### config.mk
export PLATFORM = sky130hd
export DESIGN_NAME = lift_motor_fault_controller
export DESIGN_NICKNAME = d
export VERILOG_FILES = /design/src/hw/rtl/lmfc_pkg.sv /design/src/hw/rtl/lmfc_cfg_regs.sv /design/src/hw/rtl/lmfc_core.sv /design/src/hw/rtl/lift_motor_fault_controller.sv
export SDC_FILE = /design/constraint.sdc
export NUM_CORES = 1
export LEC_CHECK = 0
export BUFFER_PORTS_ARGS = -buffer_cell sky130_fd_sc_hd__buf_2
export CORE_AREA = 5 5 184 186
export CTS_CLUSTER_DIAMETER = 100
export CTS_CLUSTER_SIZE = 40
export DETAILED_ROUTE_END_ITERATION = 8
export DIE_AREA = 0 0 189 191
export PLACE_DENSITY = 0.56
export REMOVE_ABC_BUFFERS = 1
export SYNTH_ARGS = -nofsm -noshare
export SYNTH_HDL_FRONTEND = slang
export SYNTH_SLANG_ARGS = --single-unit
### constraint.sdc
create_clock -name clk -period 8.1 [get_ports clk]
set_clock_uncertainty 0.1 [all_clocks]
set_input_delay 0.81 -clock clk [delete_from_list [all_inputs] [get_ports clk]]
set_output_delay 0.81 -clock clk [all_outputs]
set_load 0.03 [all_outputs]
### src/hw/rtl/lmfc_pkg.sv
// lmfc_pkg: shared types and constants of the lift motor fault controller
// no dependencies; imported by every rtl file of the block

package lmfc_pkg;

  // controller modes, also the mode_code output
  typedef enum logic [1:0] {
    MODE_IDLE  = 2'd0,
    MODE_UP    = 2'd1,
    MODE_DOWN  = 2'd2,
    MODE_FAULT = 2'd3
  } mode_t;

  // motor drive codes; the fourth code is unused
  typedef enum logic [1:0] {
    CMD_STOP = 2'd0,
    CMD_UP   = 2'd1,
    CMD_DOWN = 2'd2
  } cmd_t;

  // configuration register indexes
  typedef enum logic [1:0] {
    REG_SENSE_EN    = 2'd0,
    REG_STUCK_THR   = 2'd1,
    REG_OBSTR_THR   = 2'd2,
    REG_FAULT_TIME  = 2'd3
  } reg_index_t;

  localparam int CFG_DATA_BITS = 16;

  localparam logic [15:0] STUCK_THR_RESET  = 16'd500;
  localparam logic [15:0] OBSTR_THR_RESET  = 16'd3000;
  localparam logic [15:0] FAULT_TIME_RESET = 16'd100;

  localparam logic [7:0] SPEED_FULL = 8'd255;
  localparam logic [7:0] SPEED_OFF  = 8'd0;

  typedef struct packed {
    logic        sense_en;
    logic [15:0] stuck_thr_ma;
    logic [15:0] obstr_thr_ma;
    logic [15:0] fault_time_ms;
  } cfg_t;

  typedef struct packed {
    cmd_t  cmd;
    logic  any_fault;
    mode_t mode;
  } result_t;

endpackage

### src/hw/rtl/lmfc_cfg_regs.sv
// lmfc_cfg_regs: configuration register file of the fault controller
// depends on lmfc_pkg

module lmfc_cfg_regs (
  input  logic                               clk,
  input  logic                               rst,
  input  logic                               wr_en,
  input  lmfc_pkg::reg_index_t               wr_index,
  input  logic [lmfc_pkg::CFG_DATA_BITS-1:0] wr_data,
  output lmfc_pkg::cfg_t                     cfg
);
  import lmfc_pkg::*;

  cfg_t regs;

  always_ff @(posedge clk) begin
    if (rst) begin
      regs.sense_en      <= 1'b0;
      regs.stuck_thr_ma  <= STUCK_THR_RESET;
      regs.obstr_thr_ma  <= OBSTR_THR_RESET;
      regs.fault_time_ms <= FAULT_TIME_RESET;
    end else if (wr_en) begin
      unique case (wr_index)
        REG_SENSE_EN:   regs.sense_en      <= wr_data[0];
        REG_STUCK_THR:  regs.stuck_thr_ma  <= wr_data[15:0];
        REG_OBSTR_THR:  regs.obstr_thr_ma  <= wr_data[15:0];
        REG_FAULT_TIME: regs.fault_time_ms <= wr_data[15:0];
        default: ;
      endcase
    end
  end

  assign cfg = regs;

endmodule

### src/hw/rtl/lmfc_core.sv
// lmfc_core: controller state and the per-sample step logic
// depends on lmfc_pkg; state advances once per sample when step is high

module lmfc_core #(
  parameter int TIME_BITS    = 32,
  parameter int CURRENT_BITS = 16
) (
  input  logic                    clk,
  input  logic                    rst,
  input  logic                    step,
  input  logic                    up_pressed,
  input  logic                    down_pressed,
  input  logic                    ext_fault,
  input  logic                    upper_limit_hit,
  input  logic                    lower_limit_hit,
  input  logic [TIME_BITS-1:0]    now_ms,
  input  logic [CURRENT_BITS-1:0] current_ma,
  input  lmfc_pkg::cfg_t          cfg,
  output lmfc_pkg::result_t       res
);
  import lmfc_pkg::*;

  localparam int CMP_BITS = (CURRENT_BITS > 16) ? CURRENT_BITS : 16;

  mode_t                mode, mode_next;
  logic                 button_fault, button_fault_next;
  logic                 external_fault, external_fault_next;
  logic                 current_fault, current_fault_next;
  logic                 stuck_run, stuck_run_next;
  logic [TIME_BITS-1:0] stuck_start, stuck_start_next;
  logic                 obstr_run, obstr_run_next;
  logic [TIME_BITS-1:0] obstr_start, obstr_start_next;

  logic                 released;
  logic                 dual_limit;
  logic                 any_fault;
  cmd_t                 cmd;
  logic [CMP_BITS-1:0]  cur_ext;
  logic                 over_stuck, over_obstr;
  logic                 stuck_due, obstr_due;

  assign cur_ext    = CMP_BITS'(current_ma);
  assign over_stuck = cur_ext > CMP_BITS'(cfg.stuck_thr_ma);
  assign over_obstr = cur_ext > CMP_BITS'(cfg.obstr_thr_ma);
  // wrapping elapsed time against the persistence window
  assign stuck_due  = (now_ms - stuck_start) >= TIME_BITS'(cfg.fault_time_ms);
  assign obstr_due  = (now_ms - obstr_start) >= TIME_BITS'(cfg.fault_time_ms);
  assign released   = !up_pressed && !down_pressed;
  assign dual_limit = upper_limit_hit && lower_limit_hit;

  always_comb begin
    button_fault_next   = button_fault;
    external_fault_next = external_fault;
    current_fault_next  = current_fault;
    stuck_run_next      = stuck_run;
    stuck_start_next    = stuck_start;
    obstr_run_next      = obstr_run;
    obstr_start_next    = obstr_start;
    mode_next           = mode;
    cmd                 = CMD_STOP;

    // recovery, only from the fault mode
    if (mode == MODE_FAULT) begin
      if (released) button_fault_next = 1'b0;
      if (!ext_fault) external_fault_next = 1'b0;
      if (current_fault && released) begin
        current_fault_next = 1'b0;
        stuck_run_next     = 1'b0;
        obstr_run_next     = 1'b0;
      end
    end

    if (up_pressed && down_pressed) button_fault_next = 1'b1;
    if (ext_fault) external_fault_next = 1'b1;

    unique case (mode)
      MODE_UP: begin
        if (!up_pressed || upper_limit_hit) mode_next = MODE_IDLE;
        else cmd = CMD_UP;
      end
      MODE_DOWN: begin
        if (!down_pressed || lower_limit_hit) mode_next = MODE_IDLE;
        else cmd = CMD_DOWN;
      end
      MODE_FAULT: cmd = CMD_STOP;
      default: begin
        if (up_pressed && !upper_limit_hit) begin
          mode_next = MODE_UP;
          cmd       = CMD_UP;
        end else if (down_pressed && !lower_limit_hit) begin
          mode_next = MODE_DOWN;
          cmd       = CMD_DOWN;
        end
      end
    endcase

    // overcurrent watch, timer picked by this sample's drive
    if (cfg.sense_en) begin
      if (cmd == CMD_STOP) begin
        obstr_run_next = 1'b0;
        if (over_stuck) begin
          if (!stuck_run_next) begin
            stuck_run_next   = 1'b1;
            stuck_start_next = now_ms;
          end else if (stuck_due) begin
            current_fault_next = 1'b1;
          end
        end else begin
          stuck_run_next = 1'b0;
        end
      end else begin
        stuck_run_next = 1'b0;
        if (over_obstr) begin
          if (!obstr_run_next) begin
            obstr_run_next   = 1'b1;
            obstr_start_next = now_ms;
          end else if (obstr_due) begin
            current_fault_next = 1'b1;
          end
        end else begin
          obstr_run_next = 1'b0;
        end
      end
    end else begin
      stuck_run_next = 1'b0;
      obstr_run_next = 1'b0;
    end

    any_fault = button_fault_next || external_fault_next || current_fault_next || dual_limit;
    if (any_fault) begin
      mode_next = MODE_FAULT;
      cmd       = CMD_STOP;
    end else if (mode_next == MODE_FAULT) begin
      mode_next = MODE_IDLE;
      cmd       = CMD_STOP;
    end
  end

  always_ff @(posedge clk) begin
    if (rst) begin
      mode           <= MODE_IDLE;
      button_fault   <= 1'b0;
      external_fault <= 1'b0;
      current_fault  <= 1'b0;
      stuck_run      <= 1'b0;
      stuck_start    <= '0;
      obstr_run      <= 1'b0;
      obstr_start    <= '0;
    end else if (step) begin
      mode           <= mode_next;
      button_fault   <= button_fault_next;
      external_fault <= external_fault_next;
      current_fault  <= current_fault_next;
      stuck_run      <= stuck_run_next;
      stuck_start    <= stuck_start_next;
      obstr_run      <= obstr_run_next;
      obstr_start    <= obstr_start_next;
    end
  end

  assign res.cmd       = cmd;
  assign res.any_fault = any_fault;
  assign res.mode      = mode_next;

`ifndef NO_ASSERTIONS
  a_one_timer: assert property (@(posedge clk) disable iff (rst)
    !(stuck_run && obstr_run))
    else $error("both current timers running");

  a_sense_off: assert property (@(posedge clk) disable iff (rst)
    (step && !cfg.sense_en) |=> (!stuck_run && !obstr_run))
    else $error("timer running with current sensing off");

  a_latch_mode: assert property (@(posedge clk) disable iff (rst)
    (button_fault || external_fault || current_fault) |-> (mode == MODE_FAULT))
    else $error("latched fault outside fault mode");

  a_fault_stops: assert property (@(posedge clk) disable iff (rst)
    res.any_fault |-> (res.cmd == CMD_STOP && res.mode == MODE_FAULT))
    else $error("motor driven while a fault is active");
`endif

endmodule

### src/hw/rtl/lift_motor_fault_controller.sv
// lift_motor_fault_controller: top level with input and result registers
// depends on lmfc_pkg, lmfc_cfg_regs and lmfc_core
//
// usage
//   input channel : one control sample per request (buttons, limits, external
//                   fault, now_ms, current_ma), in_valid / in_stall
//   output channel: one result per sample (motor drive, leds, fault flag,
//                   mode after the sample), out_valid / out_stall
//   config channel: cfg_valid / cfg_ready, cfg_index selects the register,
//                   cfg_data carries the value; cfg_ready is always high
// path: a sample lands in the input register when it is accepted, and its
//   result is loaded into the result register, which drives out_valid, once
//   that register is empty or its result is being taken
// throughput: one sample per cycle unless out_stall blocks; the step logic
//   (compares, two wrapping subtracts) sits between input and result registers
// stall: while out_stall holds a result, one more sample may wait in the
//   input register; after that in_stall rises until the result is taken
// reset: rst (synchronous) empties both registers, returns to idle with all
//   fault latches and timers cleared, and loads the register defaults

module lift_motor_fault_controller #(
  parameter int TIME_BITS    = 32,
  parameter int CURRENT_BITS = 16
) (
  input  logic                               clk,
  input  logic                               rst,
  // sample channel
  input  logic                               in_valid,
  output logic                               in_stall,
  input  logic                               up_pressed,
  input  logic                               down_pressed,
  input  logic                               ext_fault,
  input  logic                               upper_limit_hit,
  input  logic                               lower_limit_hit,
  input  logic [TIME_BITS-1:0]               now_ms,
  input  logic [CURRENT_BITS-1:0]            current_ma,
  // result channel
  output logic                               out_valid,
  input  logic                               out_stall,
  output logic [1:0]                         motor_command,
  output logic [7:0]                         drive_speed,
  output logic                               up_led,
  output logic                               down_led,
  output logic                               error_led,
  output logic                               fault_flag,
  output logic [1:0]                         mode_code,
  // configuration channel
  input  logic                               cfg_valid,
  output logic                               cfg_ready,
  input  lmfc_pkg::reg_index_t               cfg_index,
  input  logic [lmfc_pkg::CFG_DATA_BITS-1:0] cfg_data
);
  import lmfc_pkg::*;

  // input register
  logic                    sample_valid;
  logic                    s_up, s_down, s_ext, s_ulim, s_llim;
  logic [TIME_BITS-1:0]    s_now;
  logic [CURRENT_BITS-1:0] s_cur;

  // result register
  logic                    result_valid;
  result_t                 result;

  cfg_t                    cfg;
  result_t                 step_res;
  logic                    out_ready;
  logic                    advance;
  logic                    in_accept;

  // result register can load when empty or being taken this cycle
  assign out_ready = !result_valid || !out_stall;
  assign advance   = sample_valid && out_ready;
  assign in_stall  = sample_valid && !out_ready;
  assign in_accept = in_valid && !in_stall;
  assign cfg_ready = 1'b1;

  lmfc_cfg_regs u_cfg (
    .clk      (clk),
    .rst      (rst),
    .wr_en    (cfg_valid && cfg_ready),
    .wr_index (cfg_index),
    .wr_data  (cfg_data),
    .cfg      (cfg)
  );

  lmfc_core #(
    .TIME_BITS    (TIME_BITS),
    .CURRENT_BITS (CURRENT_BITS)
  ) u_core (
    .clk             (clk),
    .rst             (rst),
    .step            (advance),
    .up_pressed      (s_up),
    .down_pressed    (s_down),
    .ext_fault       (s_ext),
    .upper_limit_hit (s_ulim),
    .lower_limit_hit (s_llim),
    .now_ms          (s_now),
    .current_ma      (s_cur),
    .cfg             (cfg),
    .res             (step_res)
  );

  // sample register control
  always_ff @(posedge clk) begin
    if (rst) begin
      sample_valid <= 1'b0;
    end else if (in_accept) begin
      sample_valid <= 1'b1;
    end else if (advance) begin
      sample_valid <= 1'b0;
    end
  end

  // sample payload, no reset needed
  always_ff @(posedge clk) begin
    if (in_accept) begin
      s_up   <= up_pressed;
      s_down <= down_pressed;
      s_ext  <= ext_fault;
      s_ulim <= upper_limit_hit;
      s_llim <= lower_limit_hit;
      s_now  <= now_ms;
      s_cur  <= current_ma;
    end
  end

  // result register control
  always_ff @(posedge clk) begin
    if (rst) begin
      result_valid <= 1'b0;
    end else if (advance) begin
      result_valid <= 1'b1;
    end else if (out_ready) begin
      result_valid <= 1'b0;
    end
  end

  always_ff @(posedge clk) begin
    if (advance) begin
      result <= step_res;
    end
  end

  // outputs decoded from the held result
  assign out_valid     = result_valid;
  assign motor_command = result.cmd;
  assign drive_speed   = (result.cmd != CMD_STOP) ? SPEED_FULL : SPEED_OFF;
  assign up_led        = (result.cmd == CMD_UP);
  assign down_led      = (result.cmd == CMD_DOWN);
  assign error_led     = result.any_fault;
  assign fault_flag    = result.any_fault;
  assign mode_code     = result.mode;

`ifndef NO_ASSERTIONS
  a_stall_cause: assert property (@(posedge clk) disable iff (rst)
    in_stall |-> (result_valid && out_stall && sample_valid))
    else $error("input stalled without a blocked result");

  a_no_drop: assert property (@(posedge clk) disable iff (rst)
    (sample_valid && !advance) |=> sample_valid)
    else $error("pending sample lost");

  a_result_hold: assert property (@(posedge clk) disable iff (rst)
    (result_valid && out_stall) |=> (result_valid && $stable(result)))
    else $error("stalled result changed");
`endif

endmodule

# Word level (Yosys, flattened, before mapping)
# Index checks and enable logic that the tools add are counted.
dict set report word_totals {
  reg_bits 180
  latchBits 0
  ram_bits 0
  romBits 0
  input_bits 76
  output_inout_bits 19
  wordCells 119
  n_memories 0
}
dict set report op_classes {
  n_addsub 2
  multipliers 0
  div 0
  order_cmp 4
  eq_ne 9
  shift 0
  muxes 42
  n_bitwise 3
  n_reduce_logical 35
}
# operator n
set ops {}
lappend ops {{32-bit by 16-bit greater-or-equal comparator with 1-bit output} 2}
lappend ops {{32-bit subtractor} 2}
lappend ops {{16-bit greater-than comparator} 2}
lappend ops {{1-bit two-way mux} 30}
lappend ops {{2-bit two-way mux} 9}
lappend ops {{2-bit == test (second input constant)} 6}
lappend ops {{2-bit one-hot mux with 3 select lines} 2}
lappend ops {{5-bit AND reduction} 2}
lappend ops {{1-bit logical AND} 9}
lappend ops {{1-bit zero test} 8}
lappend ops {{8-bit two-way mux} 1}
lappend ops {{2-bit AND reduction} 4}
lappend ops {{2-bit by 1-bit == test with 1-bit output (second input constant)} 3}
lappend ops {{1-bit logical OR} 6}
lappend ops {{2-bit nonzero test} 3}
lappend ops {{2-bit zero test} 2}
lappend ops {{1-bit inverter} 3}
lappend ops {{2-bit OR reduction} 1}

# Depth between registers and ports, before layout
dict set report depth {
  word_depth 13
  depth_mapped 21
  mapped_depth_nobuf 20
}

# By module
# Synthesis repeated with hierarchy kept, for this count alone.
dict set report unflattened {
  cells_unflattened 1369
  hier_area_um2 12181.7
}
# mod instances cells_per_inst area_per_inst_um2 seq_area_each_um2
set modules_own_cells {}
lappend modules_own_cells {lmfc_core 1 1097 8267.9 1421.4}
lappend modules_own_cells {lmfc_cfg_regs 1 191 1994.4 980.9}
lappend modules_own_cells {lift_motor_fault_controller 1 81 1919.3 1781.7}

# Least setup slack after synthesis
# No wires, ideal clock.
dict set report synth_timing {
  path_kind {flip-flop to flip-flop}
  startpoint {register s_now[1]}
  endpoint {register result (netlist bit mode_code[0]) (data pin)}
  setup_ns 0.262
  arrival_ns 3.874
  required_time_ns 7.738
  path_slack_ns 3.864
  stages_incl_launch_ff 20
  n_path_buf 1
  synth_period_minus_slack_ns 4.236
  path_cell_list {edfxtp_1 ha_1 nor2b_1 o31a_1 o31a_1 a311oi_4 nor2_1 nor2_1 xnor2_1 ha_1 inv_1 o22ai_1 a2111oi_0 o2111ai_1 nor4_1 nand4_1 o41ai_2 or2_1 buf_6 nand3_1}
}
# item line_no
set synth_lines {}
lappend synth_lines {{start, declared} lift_motor_fault_controller.sv:58} ;# logic [TIME_BITS-1:0] s_now;
lappend synth_lines {{start signal, assigned} lift_motor_fault_controller.sv:124} ;# s_now <= now_ms;
lappend synth_lines {{end signal, assigned} lift_motor_fault_controller.sv:142} ;# result <= step_res;
lappend synth_lines {{end, declared} lift_motor_fault_controller.sv:63} ;# result_t result;

==> flow_summary.toml <==
[status]
outcome = "completed"

[cts]
worstSkewPairLatency_ns = 0.46
cts_resized = 0
clock_path_buffers = 2
cts_tree = "built"
holdBufCountCts = 0
cts-root-buf = "clkbuf_16"
clkTransAtPathRegs_ns = 0.08
cts_max_level = 4
clkSinkCount = 180
cts_buffers = 17
cts_setup_buffers = 0

[place]
port_buffers = 93
pre_cts_ws_ns = 3.00
place_inst = 1867
routabilityCongestion = 0.906
place_area_sq_mm = 0.0128
place.detailed.hpwl_mm = 25.0

[drt]
drt_iter0_drc = 603
drc = 0
ant_nets = 0
dr.pass1.iters = 5
routedWlPerCell_um = 17.1
wl_mm = 32.4
vias = 10200
vias_per_cell = 5.37

[setup_path]
arrival_ns = 5.22
cp.required_ns = 8.19
worstSetupPathType = "reg -> reg"
worst_setup_path_end_kind = "register"
r2r_slack_ns = 2.97
cp_slowest_stage_delay_ns = 0.51
path_cells = "inv_1, ha_1, fa_1, nand2b_1, a21o_1, a21boi_1, o21ai_0, nand2_1, a21oi_1, xnor2_1, ha_1, a21oi_1, o22ai_1, a2111oi_0, o2111ai_1, nor4_1, nand4_1, o41ai_2, or2_1, nand3_1"
r2r_start = "s_now[0]"
r2r_cells = 20
crit_fanout = 6
crit_slowest_cell = "o41ai_2"
r2r_end = "mode_code[0]"
start_kind = "register"

[cells_and_area]
fin_nets = 1682
layout-drive-gt1-share = 0.108
instances_no_fill = 1899
antenna_cells = 0
syn_to_final_growth_pct = 11.3
final_util = 0.417
finish.instance_area_sq_mm = 0.0134

[synth]
synthTopCellsByCount = "nand2_1, nor2_1, a21oi_1"
synthCells = 1420
synth_top_area_frac = 0.203
syn_area_per_cell_sq_um = 8.48
synth-main-ff-cell = "dfxtp_1"
async_flop_share = 0
yosysWarningCount = 0
synth_edf_count = 58
synth_area_leaders = "dfxtp_1, edfxtp_1, ha_1, mux2i_1, a21oi_1"
ys_ff_latch = 180
ys_types = 83
yosysSeqAreaShare = 0.348
yosysTopAreaCell = "dfxtp_1"
yosysMostFrequentCell = "nand2_1"
syn-cell-area_sq_mm = 0.0120

[floorplanning]
row_count = 66
die_h_um = 191
core_area_sq_mm = 0.0321
dieArea_sq_mm = 0.0361
pin_count = 95
die_w_um = 189
initial_core_util = 0.375

[timing]
relSlewSlack = 0.420
tightest_slew_ns = 0.870
tns_ns = 0
grt_setup_unrepaired = "no"
whs_ns = 0.356
setup_viol = 0
finalHoldViolCount = 0
slew_violations = 0
layout_setup_ws_ns = 2.97
final.period_utilization = 0.634
clock.fmax_mhz = 195
period_needed_ns = 5.13

[global_route]
grt_remaining_overflow = 0
grt_pass1_vias = 9842
grt_pass1_wl_mm = 51.4
grt_max_degree = 78
antenna_found_initial = 0
grt_usage = 0.177

[power]
p_leak_nw = 5.68
ir_drop_v = 0.000141
p_total_mw = 2.24
p_per_area_mw_per_mm2 = 168

[min_path]
min_from = "u_cfg.cfg[42]"
hold-path-cell-count = 2
hp-class = "reg -> reg"
hold_path_end = "u_cfg.cfg[42]"

[job]
cap_violations = 0
cell usage in the layout (no fill, tap or decap), types with 23 or more instances in the layout:
cell type	count
buf_2	92
nor2_1	139
inv_1	128
mux2i_1	66
dfxtp_1	122
a21oi_1	130
nand2_1	161
edfxtp_1	58
xnor2_1	26
nand3_1	25
nand4_1	29
o21ai_0	62
nor3_1	23
a21o_1	25
ha_1	126
cell families (layout without fill, tap and decap cells):
group / Yosys count / in the layout / share of synthesized area
other cells: 1 / 1 / 0.000312
simple gates: 464 / 464 / 0.177
compound gates: 352 / 352 / 0.192
fa+ha+maj: 128 / 128 / 0.134
flops: 180 / 180 / 0.348
mux: 68 / 68 / 0.0571
buf+inv: 189 / 260 / 0.0641
xor+xnor: 38 / 38 / 0.0277
where the power goes:
part	internal (mW)	switching (mW)	total [mW]
registers	0.963	0.0247	0.987
clock network	0.454	0.407	0.861
logic	0.155	0.241	0.396
layer usage:
| layer | track usage | vias to the layer above | wire length (um) |
|---|---|---|---|
| met5 | 0 | - | 0 |
| met4 | 0.0530 | 0 | 731 |
| met3 | 0.0327 | 39 | 1380 |
| met2 | 0.285 | 233 | 14600 |
| met1 | 0.244 | 4783 | 15700 |
| li1 | - | 5144 | - |
flip-flops by register name (all words and copies together) (netlist names), 2 cells and up:
signal,cells
mode_code,2
motor_command,2
s_cur,16
s_now,32
u_cfg.cfg,49
u_core.mode,2
u_core.obstr_start,32
u_core.stuck_start,32
worst max-delay path by stage:
stage | startpoint | cells after the start | end | slack (ns)
after global routing | s_now[0] | 20 | mode_code[0] | 2.47
after global placement | s_now[0] | 20 | mode_code[0] | 3.10
final | s_now[0] | 20 | mode_code[0] | 2.97
after CTS | s_now[0] | 20 | mode_code[0] | 2.95
after floorplan | s_now[1] | 18 | mode_code[0] | 3.81
after detailed placement | s_now[0] | 20 | mode_code[1] | 3.00
area by class of cell:
type                       count  area, sq um
timing repair buffer          99          513
clock buffer                  20          489
fill                        3191        18700
sequential                   180         4180
multi-input combinational   1051         7090
clock inverter                12          120
inverter                     129          484
tap                          408          510
critical path: cells and delay by family, from the launching register on:
kind                       cells  cell delay (ns)
AOI/OAI and AO/OA              9             2.05
and+or+nand+nor                6             1.20
adders and majority gates      3             0.93
DFF                            1             0.38
xor gates and xnor gates       1             0.14
buffers and inverters          1             0.07
Note: power is estimated with default switching activity, not from simulation.
